File: src/hw/rtl/brle_pkg.sv
// ----------------------------------------------------------------------------
// brle_pkg
// Shared types and constants of the byte run-length decoder.
// ----------------------------------------------------------------------------
package brle_pkg;

   localparam int SLOT_COUNT       = 4;
   localparam int BYTES_PER_RESULT = 4;
   localparam int PACK_WIDTH       = (BYTES_PER_RESULT < 1) ? 1 :
                                     (BYTES_PER_RESULT > SLOT_COUNT) ? SLOT_COUNT :
                                     BYTES_PER_RESULT;

   localparam int BYTE_W  = 8;
   localparam int RUN_W   = 7;
   localparam int COUNT_W = 3;

   localparam logic [BYTE_W-1:0] LITERAL_MASK = 8'h7f;

   localparam int RSP_PAYLOAD_W = SLOT_COUNT * BYTE_W + COUNT_W;
   localparam int RSP_DATA_W    = ((RSP_PAYLOAD_W + 7) / 8) * 8;

   typedef enum logic [0:0] {
      ST_ITEM,
      ST_EXPAND
   } state_type;

   typedef struct packed {
      logic load_item;
      logic load_chunk;
   } cmd_type;

   typedef struct packed {
      logic out_free;
      logic expand_start;
      logic chunk_last;
   } status_type;

endpackage

File: src/hw/rtl/byte_rle_decoder.sv
// ----------------------------------------------------------------------------
// byte_rle_decoder
// Byte run-length decoder with packed result beats.
//
// The req_ channel carries one encoded byte per beat, with req_tlast on the
// final byte of a stream. A header byte above 127 opens a literal run of
// (header & 0x7f) bytes; any other header repeats the following byte that
// many times. The rsp_ channel carries up to four decoded bytes per beat with
// their count; rsp_tuser marks the final beat caused by an input byte and
// rsp_tlast marks that beat when the input byte ended the stream.
// A header or literal byte gives one result beat, available the cycle after
// the input beat is taken, so these stream at one byte per cycle while the receiver keeps up.
// A repeat data byte with count n gives ceil(n / 4) beats, at most 32, one per
// cycle while the receiver takes them; the controller holds req_tready low meanwhile.
// Reset puts the decoder in header mode with no result pending.
// When the receiver stalls, the result register holds its beat and req_tready
// falls until the result is taken.
// ----------------------------------------------------------------------------
module byte_rle_decoder import brle_pkg::*; (
   input  logic                  clock,
   input  logic                  reset,
   input  logic                  req_tvalid,
   output logic                  req_tready,
   input  logic [7:0]            req_tdata,   // [7:0] in_byte
   input  logic                  req_tlast,   // last_in
   output logic                  rsp_tvalid,
   input  logic                  rsp_tready,
   output logic [RSP_DATA_W-1:0] rsp_tdata,   // byte_0, byte_1, byte_2, byte_3, byte_count
   output logic                  rsp_tuser,   // item_done
   output logic                  rsp_tlast    // stream_end
);

   cmd_type              cmd;
   status_type           status;
   logic [BYTE_W-1:0]    rsp_bytes [SLOT_COUNT];
   logic [COUNT_W-1:0]   rsp_count;

   brle_ctrl u_ctrl (
      .clock      (clock),
      .reset      (reset),
      .req_tvalid (req_tvalid),
      .req_tready (req_tready),
      .status     (status),
      .cmd        (cmd)
   );

   brle_datapath u_datapath (
      .clock      (clock),
      .reset      (reset),
      .in_byte    (req_tdata),
      .last_in    (req_tlast),
      .cmd        (cmd),
      .status     (status),
      .rsp_tready (rsp_tready),
      .rsp_valid  (rsp_tvalid),
      .rsp_bytes  (rsp_bytes),
      .rsp_count  (rsp_count),
      .rsp_done   (rsp_tuser),
      .rsp_end    (rsp_tlast)
   );

   always_comb begin
      rsp_tdata = '0;
      for (int k = 0; k < SLOT_COUNT; k++) begin
         rsp_tdata[k*BYTE_W +: BYTE_W] = rsp_bytes[k];
      end
      rsp_tdata[SLOT_COUNT*BYTE_W +: COUNT_W] = rsp_count;
   end

endmodule

File: src/hw/rtl/brle_ctrl.sv
// ----------------------------------------------------------------------------
// brle_ctrl
// Controller: accepts encoded beats and sequences the chunks of a repeat run.
// ----------------------------------------------------------------------------
module brle_ctrl import brle_pkg::*; (
   input  logic       clock,
   input  logic       reset,
   input  logic       req_tvalid,
   output logic       req_tready,
   input  status_type status,
   output cmd_type    cmd
);

   state_type state_ff;
   state_type state_in;

   always_ff @(posedge clock) begin
      if (reset) begin
         state_ff <= ST_ITEM;
      end else begin
         state_ff <= state_in;
      end
   end

   always_comb begin
      state_in       = state_ff;
      req_tready     = 1'b0;
      cmd.load_item  = 1'b0;
      cmd.load_chunk = 1'b0;
      case (state_ff)
         ST_ITEM: begin
            req_tready    = status.out_free;
            cmd.load_item = req_tvalid && status.out_free;
            if (cmd.load_item && status.expand_start) begin
               state_in = ST_EXPAND;
            end
         end
         ST_EXPAND: begin
            cmd.load_chunk = status.out_free;
            if (status.out_free && status.chunk_last) begin
               state_in = ST_ITEM;
            end
         end
         default: begin
            state_in = ST_ITEM;
         end
      endcase
   end

endmodule

File: src/hw/rtl/brle_datapath.sv
// ----------------------------------------------------------------------------
// brle_datapath
// Decoder state, repeat counter and the registered result beat.
// ----------------------------------------------------------------------------
module brle_datapath import brle_pkg::*; (
   input  logic                  clock,
   input  logic                  reset,
   input  logic [BYTE_W-1:0]     in_byte,
   input  logic                  last_in,
   input  cmd_type               cmd,
   output status_type            status,
   input  logic                  rsp_tready,
   output logic                  rsp_valid,
   output logic [BYTE_W-1:0]     rsp_bytes [SLOT_COUNT],
   output logic [COUNT_W-1:0]    rsp_count,
   output logic                  rsp_done,
   output logic                  rsp_end
);

   localparam logic [RUN_W-1:0] PACK_RUN = RUN_W'(PACK_WIDTH);

   logic                  expect_header_ff, expect_header_in;
   logic                  literal_mode_ff, literal_mode_in;
   logic [RUN_W-1:0]      run_left_ff, run_left_in;
   logic [RUN_W-1:0]      left_ff, left_in;
   logic [BYTE_W-1:0]     rep_byte_ff, rep_byte_in;
   logic                  rep_last_ff, rep_last_in;
   logic                  valid_ff, valid_in;
   logic [BYTE_W-1:0]     byte_ff [SLOT_COUNT];
   logic [BYTE_W-1:0]     byte_in [SLOT_COUNT];
   logic [COUNT_W-1:0]    count_ff, count_in;
   logic                  done_ff, done_in;
   logic                  end_ff, end_in;

   logic [RUN_W-1:0]      item_take;
   logic [RUN_W-1:0]      chunk_take;
   logic [RUN_W-1:0]      literal_left;

   assign item_take    = (run_left_ff > PACK_RUN) ? PACK_RUN : run_left_ff;
   assign chunk_take   = (left_ff > PACK_RUN) ? PACK_RUN : left_ff;
   assign literal_left = (run_left_ff == '0) ? '0 : run_left_ff - 1'b1;

   assign status.out_free     = !valid_ff || rsp_tready;
   assign status.expand_start = !expect_header_ff && !literal_mode_ff &&
                                (run_left_ff > PACK_RUN);
   assign status.chunk_last   = (left_ff <= PACK_RUN);

   always_comb begin
      expect_header_in = expect_header_ff;
      literal_mode_in  = literal_mode_ff;
      run_left_in      = run_left_ff;
      left_in          = left_ff;
      rep_byte_in      = rep_byte_ff;
      rep_last_in      = rep_last_ff;
      byte_in          = byte_ff;
      count_in         = count_ff;
      done_in          = done_ff;
      end_in           = end_ff;
      valid_in         = valid_ff && !rsp_tready;

      if (cmd.load_item) begin
         valid_in = 1'b1;
         for (int k = 0; k < SLOT_COUNT; k++) begin
            byte_in[k] = '0;
         end
         count_in = '0;
         done_in  = 1'b1;
         end_in   = last_in;
         if (expect_header_ff) begin
            if (in_byte[BYTE_W-1]) begin
               run_left_in      = RUN_W'(in_byte & LITERAL_MASK);
               literal_mode_in  = (run_left_in != '0);
               expect_header_in = (run_left_in == '0);
            end else begin
               run_left_in      = in_byte[RUN_W-1:0];
               literal_mode_in  = 1'b0;
               expect_header_in = 1'b0;
            end
         end else if (literal_mode_ff) begin
            byte_in[0]  = in_byte;
            count_in    = COUNT_W'(1);
            run_left_in = literal_left;
            if (literal_left == '0) begin
               literal_mode_in  = 1'b0;
               expect_header_in = 1'b1;
            end
         end else begin
            for (int k = 0; k < SLOT_COUNT; k++) begin
               byte_in[k] = (RUN_W'(k) < item_take) ? in_byte : '0;
            end
            count_in         = COUNT_W'(item_take);
            done_in          = (run_left_ff <= PACK_RUN);
            end_in           = last_in && (run_left_ff <= PACK_RUN);
            left_in          = run_left_ff - item_take;
            rep_byte_in      = in_byte;
            rep_last_in      = last_in;
            run_left_in      = '0;
            literal_mode_in  = 1'b0;
            expect_header_in = 1'b1;
         end
         if (last_in) begin
            expect_header_in = 1'b1;
            literal_mode_in  = 1'b0;
            run_left_in      = '0;
         end
      end else if (cmd.load_chunk) begin
         valid_in = 1'b1;
         for (int k = 0; k < SLOT_COUNT; k++) begin
            byte_in[k] = (RUN_W'(k) < chunk_take) ? rep_byte_ff : '0;
         end
         count_in = COUNT_W'(chunk_take);
         done_in  = (left_ff <= PACK_RUN);
         end_in   = rep_last_ff && (left_ff <= PACK_RUN);
         left_in  = left_ff - chunk_take;
      end
   end

   always_ff @(posedge clock) begin
      if (reset) begin
         expect_header_ff <= 1'b1;
         literal_mode_ff  <= 1'b0;
         run_left_ff      <= '0;
         valid_ff         <= 1'b0;
      end else begin
         expect_header_ff <= expect_header_in;
         literal_mode_ff  <= literal_mode_in;
         run_left_ff      <= run_left_in;
         valid_ff         <= valid_in;
      end
   end

   always_ff @(posedge clock) begin
      left_ff     <= left_in;
      rep_byte_ff <= rep_byte_in;
      rep_last_ff <= rep_last_in;
      byte_ff     <= byte_in;
      count_ff    <= count_in;
      done_ff     <= done_in;
      end_ff      <= end_in;
   end

   assign rsp_valid = valid_ff;
   assign rsp_bytes = byte_ff;
   assign rsp_count = count_ff;
   assign rsp_done  = done_ff;
   assign rsp_end   = end_ff;

endmodule
File: config.mk
export PLATFORM = sky130hd
export DESIGN_NAME = byte_rle_decoder
export DESIGN_NICKNAME = d
export VERILOG_FILES = /design/src/hw/rtl/brle_pkg.sv /design/src/hw/rtl/byte_rle_decoder.sv /design/src/hw/rtl/brle_ctrl.sv /design/src/hw/rtl/brle_datapath.sv
export SDC_FILE = /design/constraint.sdc
export NUM_CORES = 1
export LEC_CHECK = 0
export ABC_AREA = 1
export BUFFER_PORTS_ARGS = -buffer_cell sky130_fd_sc_hd__buf_2
export CAP_MARGIN = 40
export CORE_ASPECT_RATIO = 0.8
export CORE_MARGIN = 4
export CORE_UTILIZATION = 55
export CTS_CLUSTER_DIAMETER = 150
export DETAILED_ROUTE_END_ITERATION = 16
export PLACE_DENSITY_LB_ADDON = 0.25
export SLEW_MARGIN = 20
export SYNTH_ARGS = -nofsm -noshare
export SYNTH_HDL_FRONTEND = slang
export SYNTH_SLANG_ARGS = --single-unit
export TNS_END_PERCENT = 50
File: constraint.sdc
create_clock -name clock -period 2.6 [get_ports clock]
set_clock_uncertainty 0.05 [all_clocks]
set_input_delay 0.52 -clock clock [delete_from_list [all_inputs] [get_ports clock]]
set_output_delay 0.52 -clock clock [all_outputs]
set_load 0.01 [all_outputs]
* Yosys cells after proc, flatten, opt, wreduce, memory -nomap -nowiden *
Cells that the tools add are included.

cells by class
  order comparisons = 12
  bitwise gates (word level) = 3
  $add $sub $neg = 3
  reduce and logical (&&, ||, !) cells = 20
  equality and inequality tests = 2
  multiplexer cells = 53

operators by type and width
  cell                                                             number
  2-to-1 mux 32 bit                                                3
  2-to-1 mux 8 bit                                                 9
  2-to-1 mux 7 bit                                                 10
  less-than comparator 1 x 7 -> 1 bit (first input constant)       4
  less-than comparator 2 x 7 -> 1 bit (first input constant)       4
  2-to-1 mux 1 bit                                                 25
  2-to-1 mux 24 bit                                                1
  logical NOT 7 bit                                                3
  greater-than comparator 7 x 3 -> 1 bit (second input constant)   2
  less-or-equal comparator 7 x 3 -> 1 bit (second input constant)  2
  subtractor 7 bit                                                 2
  2-to-1 mux 3 bit                                                 4
  logical AND 1 bit                                                8
  nonzero test 7 bit                                               1
  subtractor 7 x 1 -> 7 bit (second input constant)                1
  AND reduction 3 bit                                              2
  logical NOT 1 bit                                                4
  != test 2 bit (second input constant)                            2
  NOT 1 bit                                                        3
  one-hot mux 1 bit (2 select lines)                               1
  nonzero test 2 bit                                               1
  logical OR 1 bit                                                 1

storage, ports and cells
  register bits = 64
  bits of input ports = 13
  output and inout bits = 44
  logic and storage cells = 108

* Logic depth before layout (Yosys ltp) *
  depth in word-level cells = 7
  depth in mapped cells = 14
  mapped depth without buffers = 14

* By module *
From an unflattened synthesis, not the netlist that was laid out.

second synthesis, totals
  cell total of the unflattened synthesis = 346
  area total of the unflattened synthesis = 3,294.4 sq um

by module, submodules not included
  module            area each (sq um)  cells each  seq. area each (sq um)  instances
  brle_datapath     3,188.1            328         1,791.7                 1
  brle_ctrl         65.1               12          20.0                    1
  byte_rle_decoder  41.3               6           0.0                     1

* Least setup slack after synthesis *
No wires, ideal clock.

  kind = register -> register
  from = register u_datapath.run_left_ff[0]
  to = register u_datapath.left_ff[4], data pin
  path buffers = 0
  period minus slack after synthesis = 2,033 ps
  setup time = 256 ps
  setup slack = 567 ps
  required time = 2,294 ps
  cell stages (with the launch flop) = 13
  arrival time = 1,727 ps
  path through = dfxtp_1 > inv_2 > ha_1 > or2_4 > nand3_4 > nand2_2 > ha_1 > inv_1 > nand2_2 > nand2_2 > nand2_2 > o21ai_1 > nand2_1

on the way
  word-level cells in the longest chain between the ends = 6

RTL lines
  item                                    line                  source
  start, declared                         brle_datapath.sv:24   logic [RUN_W-1:0] run_left_ff, run_left_in;
  start signal, assigned                  brle_datapath.sv:127  run_left_ff <= run_left_in;
  greater-than comparator 7 x 3 -> 1 bit  brle_datapath.sv:39   assign item_take = (run_left_ff > PACK_RUN) ? PACK_RUN : run_left_ff;
  2-to-1 mux 7 bit                        brle_datapath.sv:39
  subtractor 7 bit (*)                    brle_datapath.sv:94   left_in = run_left_ff - item_take;
  2-to-1 mux 7 bit (*)                    brle_datapath.sv:79   end else if (literal_mode_ff) begin
  2-to-1 mux 7 bit (*)                    brle_datapath.sv:69   if (expect_header_ff) begin
  2-to-1 mux 7 bit (*)                    brle_datapath.sv:61   if (cmd.load_item) begin
  net u_datapath.left_in[4]               brle_datapath.sv:25   logic [RUN_W-1:0] left_ff, left_in;
  end signal, assigned                    brle_datapath.sv:133  left_ff <= left_in;
  end, declared                           brle_datapath.sv:25

Mark *: on every way through the listed nets, which the timed path passes. The rest lies on a longest branch. The select of a mux whose other input is x is not followed.
A chain may end at the register's enable or synchronous reset.

* Final worst setup path *
Ends and elaborated chain as after synthesis.

==> flow_metrics.env <==
export IMPL_place_gp_congestion=0.863
export IMPL_r2r_end="u_datapath.left_ff[4]"
export IMPL_cts_tree="yes"
export IMPL_grt_antenna_before_repair=0
export IMPL_drt_antenna_violating_nets=0
export IMPL_clock_latency_ns=0.35
export IMPL_routed_wl_mm=7.70
export IMPL_multi_input_area_um2=1250
export IMPL_dominantRegCellSynth="edfxtp_1"
export IMPL_synth_most_common_cell="nand2_1"
export IMPL_critical_path_required_ns=2.65
export IMPL_port_buffers=51
export IMPL_cts_root_buffer="clkbuf_8"
export IMPL_power_density_nw_per_um2=661
export IMPL_synth_seq_cells=64
export IMPL_grt_max_degree=38
export IMPL_ctsResizeCount=0
export IMPL_max_freq_ghz=0.440
export IMPL_synth_avg_cell_area_um2=9.27
export IMPL_hold_viol_final=0
export IMPL_synth_area_top_cells="edfxtp_1 (49%), nand2_1 (9.8%), dfxtp_1 (6.8%)"
export IMPL_fillCellCount=448
export IMPL_drive_gt1_share_pct=26.1
export IMPL_synth_top_area_share_pct=48.8
export IMPL_cp_max_fo=7
export IMPL_criticalPathCategory="flip-flop to flip-flop"
export IMPL_numCtsBuffers=9
export IMPL_dr_pass1_iters=6
export IMPL_async_flop_share_pct=0
export IMPL_report_final_slew_viol_count=0
export IMPL_track_usage_pct=22.4
export IMPL_cts_buffer_depth=2
export IMPL_synth_distinct_cells=34
export IMPL_total_power_uw=2500
export IMPL_regArea_um2=1810
export IMPL_hold_path_class="primary input to flip-flop"
export IMPL_fin_crit_sh_pct=87.5
export IMPL_layout_nets=428
export IMPL_synth_warnings=0
export IMPL_synth_edff_count=53
export IMPL_drcViolationCount=0
export IMPL_ys_seq_area_share_pct=55.5
export IMPL_cts_htree_levels=3
export IMPL_cellLeakagePower_uw=0.00160
export IMPL_vias=2724
export IMPL_overflow=0
export IMPL_crit_end="u_datapath.left_ff[4]"
export IMPL_areaGrowthSynthToFinish_pct=15.9
export IMPL_core_um2=5590
export IMPL_grt_pass1_wl_mm=12.3
export IMPL_cts_setup_buffers=0
export IMPL_outcome="finished clean"
export IMPL_ios=57
export IMPL_worst_ep_arrival_time_ns=2.33
export IMPL_startpoint="u_datapath.run_left_ff[0]"
export IMPL_grt_pass1_vias=2526
export IMPL_ys_top_cells_by_count="nand2_1 (85), edfxtp_1 (53), inv_1 (27)"
export IMPL_rr_worst_depth=12
export IMPL_die_w_um=94.1
export IMPL_cts_hold_buf=0
export IMPL_r2r_start="u_datapath.run_left_ff[0]"
export IMPL_setup_tns_ns=0
export IMPL_finalCriticalPeriod_ns=2.27
export IMPL_synth_area_leader_cell="edfxtp_1"
export IMPL_vias_per_cell=5.50
export IMPL_wl_per_cell_um=15.6
export IMPL_netlist_area_um2=3260
export IMPL_fp_dieH_um=76.9
export IMPL_hpwl_mm=5.69
export IMPL_max_slew_margin_pct=55.9
export IMPL_initial_core_util_pct=58.4
export IMPL_rsz0062_at_grt="no"
export IMPL_clkTransAtPathRegs_ns=0.07
export IMPL_diodes=0
export IMPL_drtIter0Drc=298
export IMPL_core_rowCount=24
export IMPL_die_area_um2=7230
export IMPL_drv_cap=0
export IMPL_reg2reg_slack_ns=0.33
export IMPL_cp_end_kind="flip-flop"
export IMPL_postSynthCellCount=352
export IMPL_tightest_slew_ns=0.659
export IMPL_startpoint_type="flip-flop"
export IMPL_ir_drop_mv=0.381
export IMPL_cts_sinks=64
export IMPL_setup_violations=0
-- layer usage --
metal / GRT usage (%) / routed length (µm)
met5: 0 / 0
met2: 32.3 / 3340
met4: 8.08 / 118
met1: 30.9 / 3390
met3: 8.32 / 851
-- power by group --
part | switching (µW) | internal, µW | leakage [µW]
logic | 295 | 137 | 0.000898
clock network | 401 | 441 | 0.0000916
registers | 34.8 | 1190 | 0.000606
total | 731 | 1770 | 0.00160
-- metrics by stage --
stage | setup WS, ns | hold slack, ns | util, % | area (µm²) | cells
floorplan | 0.567 | 0.409 | - | 3280 | 357
global placement | 0.481 | 0.429 | 64.1 | 3580 | 478
detailed placement | 0.355 | 0.477 | 64.2 | 3590 | 479
CTS | 0.345 | 0.304 | 67.7 | 3780 | 495
global route | 0.173 | 0.297 | 67.7 | 3780 | 495
finish | 0.325 | 0.307 | 67.7 | 3780 | 495
-- placed cells by master (no fill, tap or decap), drive strengths merged --
cell type  instances
buf               55
o21bai             1
clkbuf             9
bufinv             1
a31oi              1
conb               7
o31ai              1
dfxtp             11
nand3             15
a32o               2
xor2               3
o32ai              1
clkinv             3
ha                 3
edfxtp            53
or2                1
nor2              33
o22ai             13
clkinvlp           3
o21a               1
nor3               1
o21ai             35
o211ai             7
inv               39
a21oi             18
nand4              4
nand2             96
-- worst min-delay path by stage --
stage / start / to / depth (start not counted)
after floorplan: u_ctrl.state_ff / u_ctrl.state_ff / 2
final: req_tdata[3] / u_datapath.rep_byte_ff[3] / 1
after global routing: req_tdata[3] / u_datapath.rep_byte_ff[3] / 1
after global placement: u_ctrl.state_ff / u_ctrl.state_ff / 2
after detailed placement: u_datapath.run_left_ff[2] / u_datapath.run_left_ff[2] / 2
after CTS: req_tdata[3] / u_datapath.rep_byte_ff[3] / 1
-- layout make-up --
cell class,instances,area share (%)
Sequential cell,64,47.9
Multi-Input combinational cell,243,33.0
Clock inverter,7,1.89
Clock buffer,9,3.28
Timing Repair Buffer,55,7.48
Inverter,39,3.87
Tap cell,78,2.58
-- flip-flops by register name, indices dropped and copies added (netlist names), 3 cells and up --
| register | count |
|---|---|
| u_datapath.left_ff | 7 |
| u_datapath.rep_byte_ff | 8 |
| u_datapath.rsp_bytes | 32 |
| u_datapath.rsp_count | 3 |
| u_datapath.run_left_ff | 7 |
-- cells by family (layout without fill, tap and decap cells) --
family,Yosys count,in the layout,share of synthesized area [%]
other cells,2,7,0.230
buf+inv,50,110,6.79
fa+ha+maj,3,3,1.15
simple gates,150,150,21.0
compound gates,80,80,14.5
flops,64,64,55.5
xor+xnor,3,3,0.806
-- worst max-delay path, stage by stage (launching register included) --
cell and delay, ns:
dfxtp_1 0.47, inv_2 0.10, ha_1 0.25, or2_4 0.28, nand3_4 0.12, nand2_2 0.08
ha_1 0.21, inv_1 0.06, nand2_2 0.07, nand2_2 0.08, nand2_2 0.06, o21ai_1 0.14
nand2_1 0.06
No activity file was read; power rests on OpenSTA's default activity.
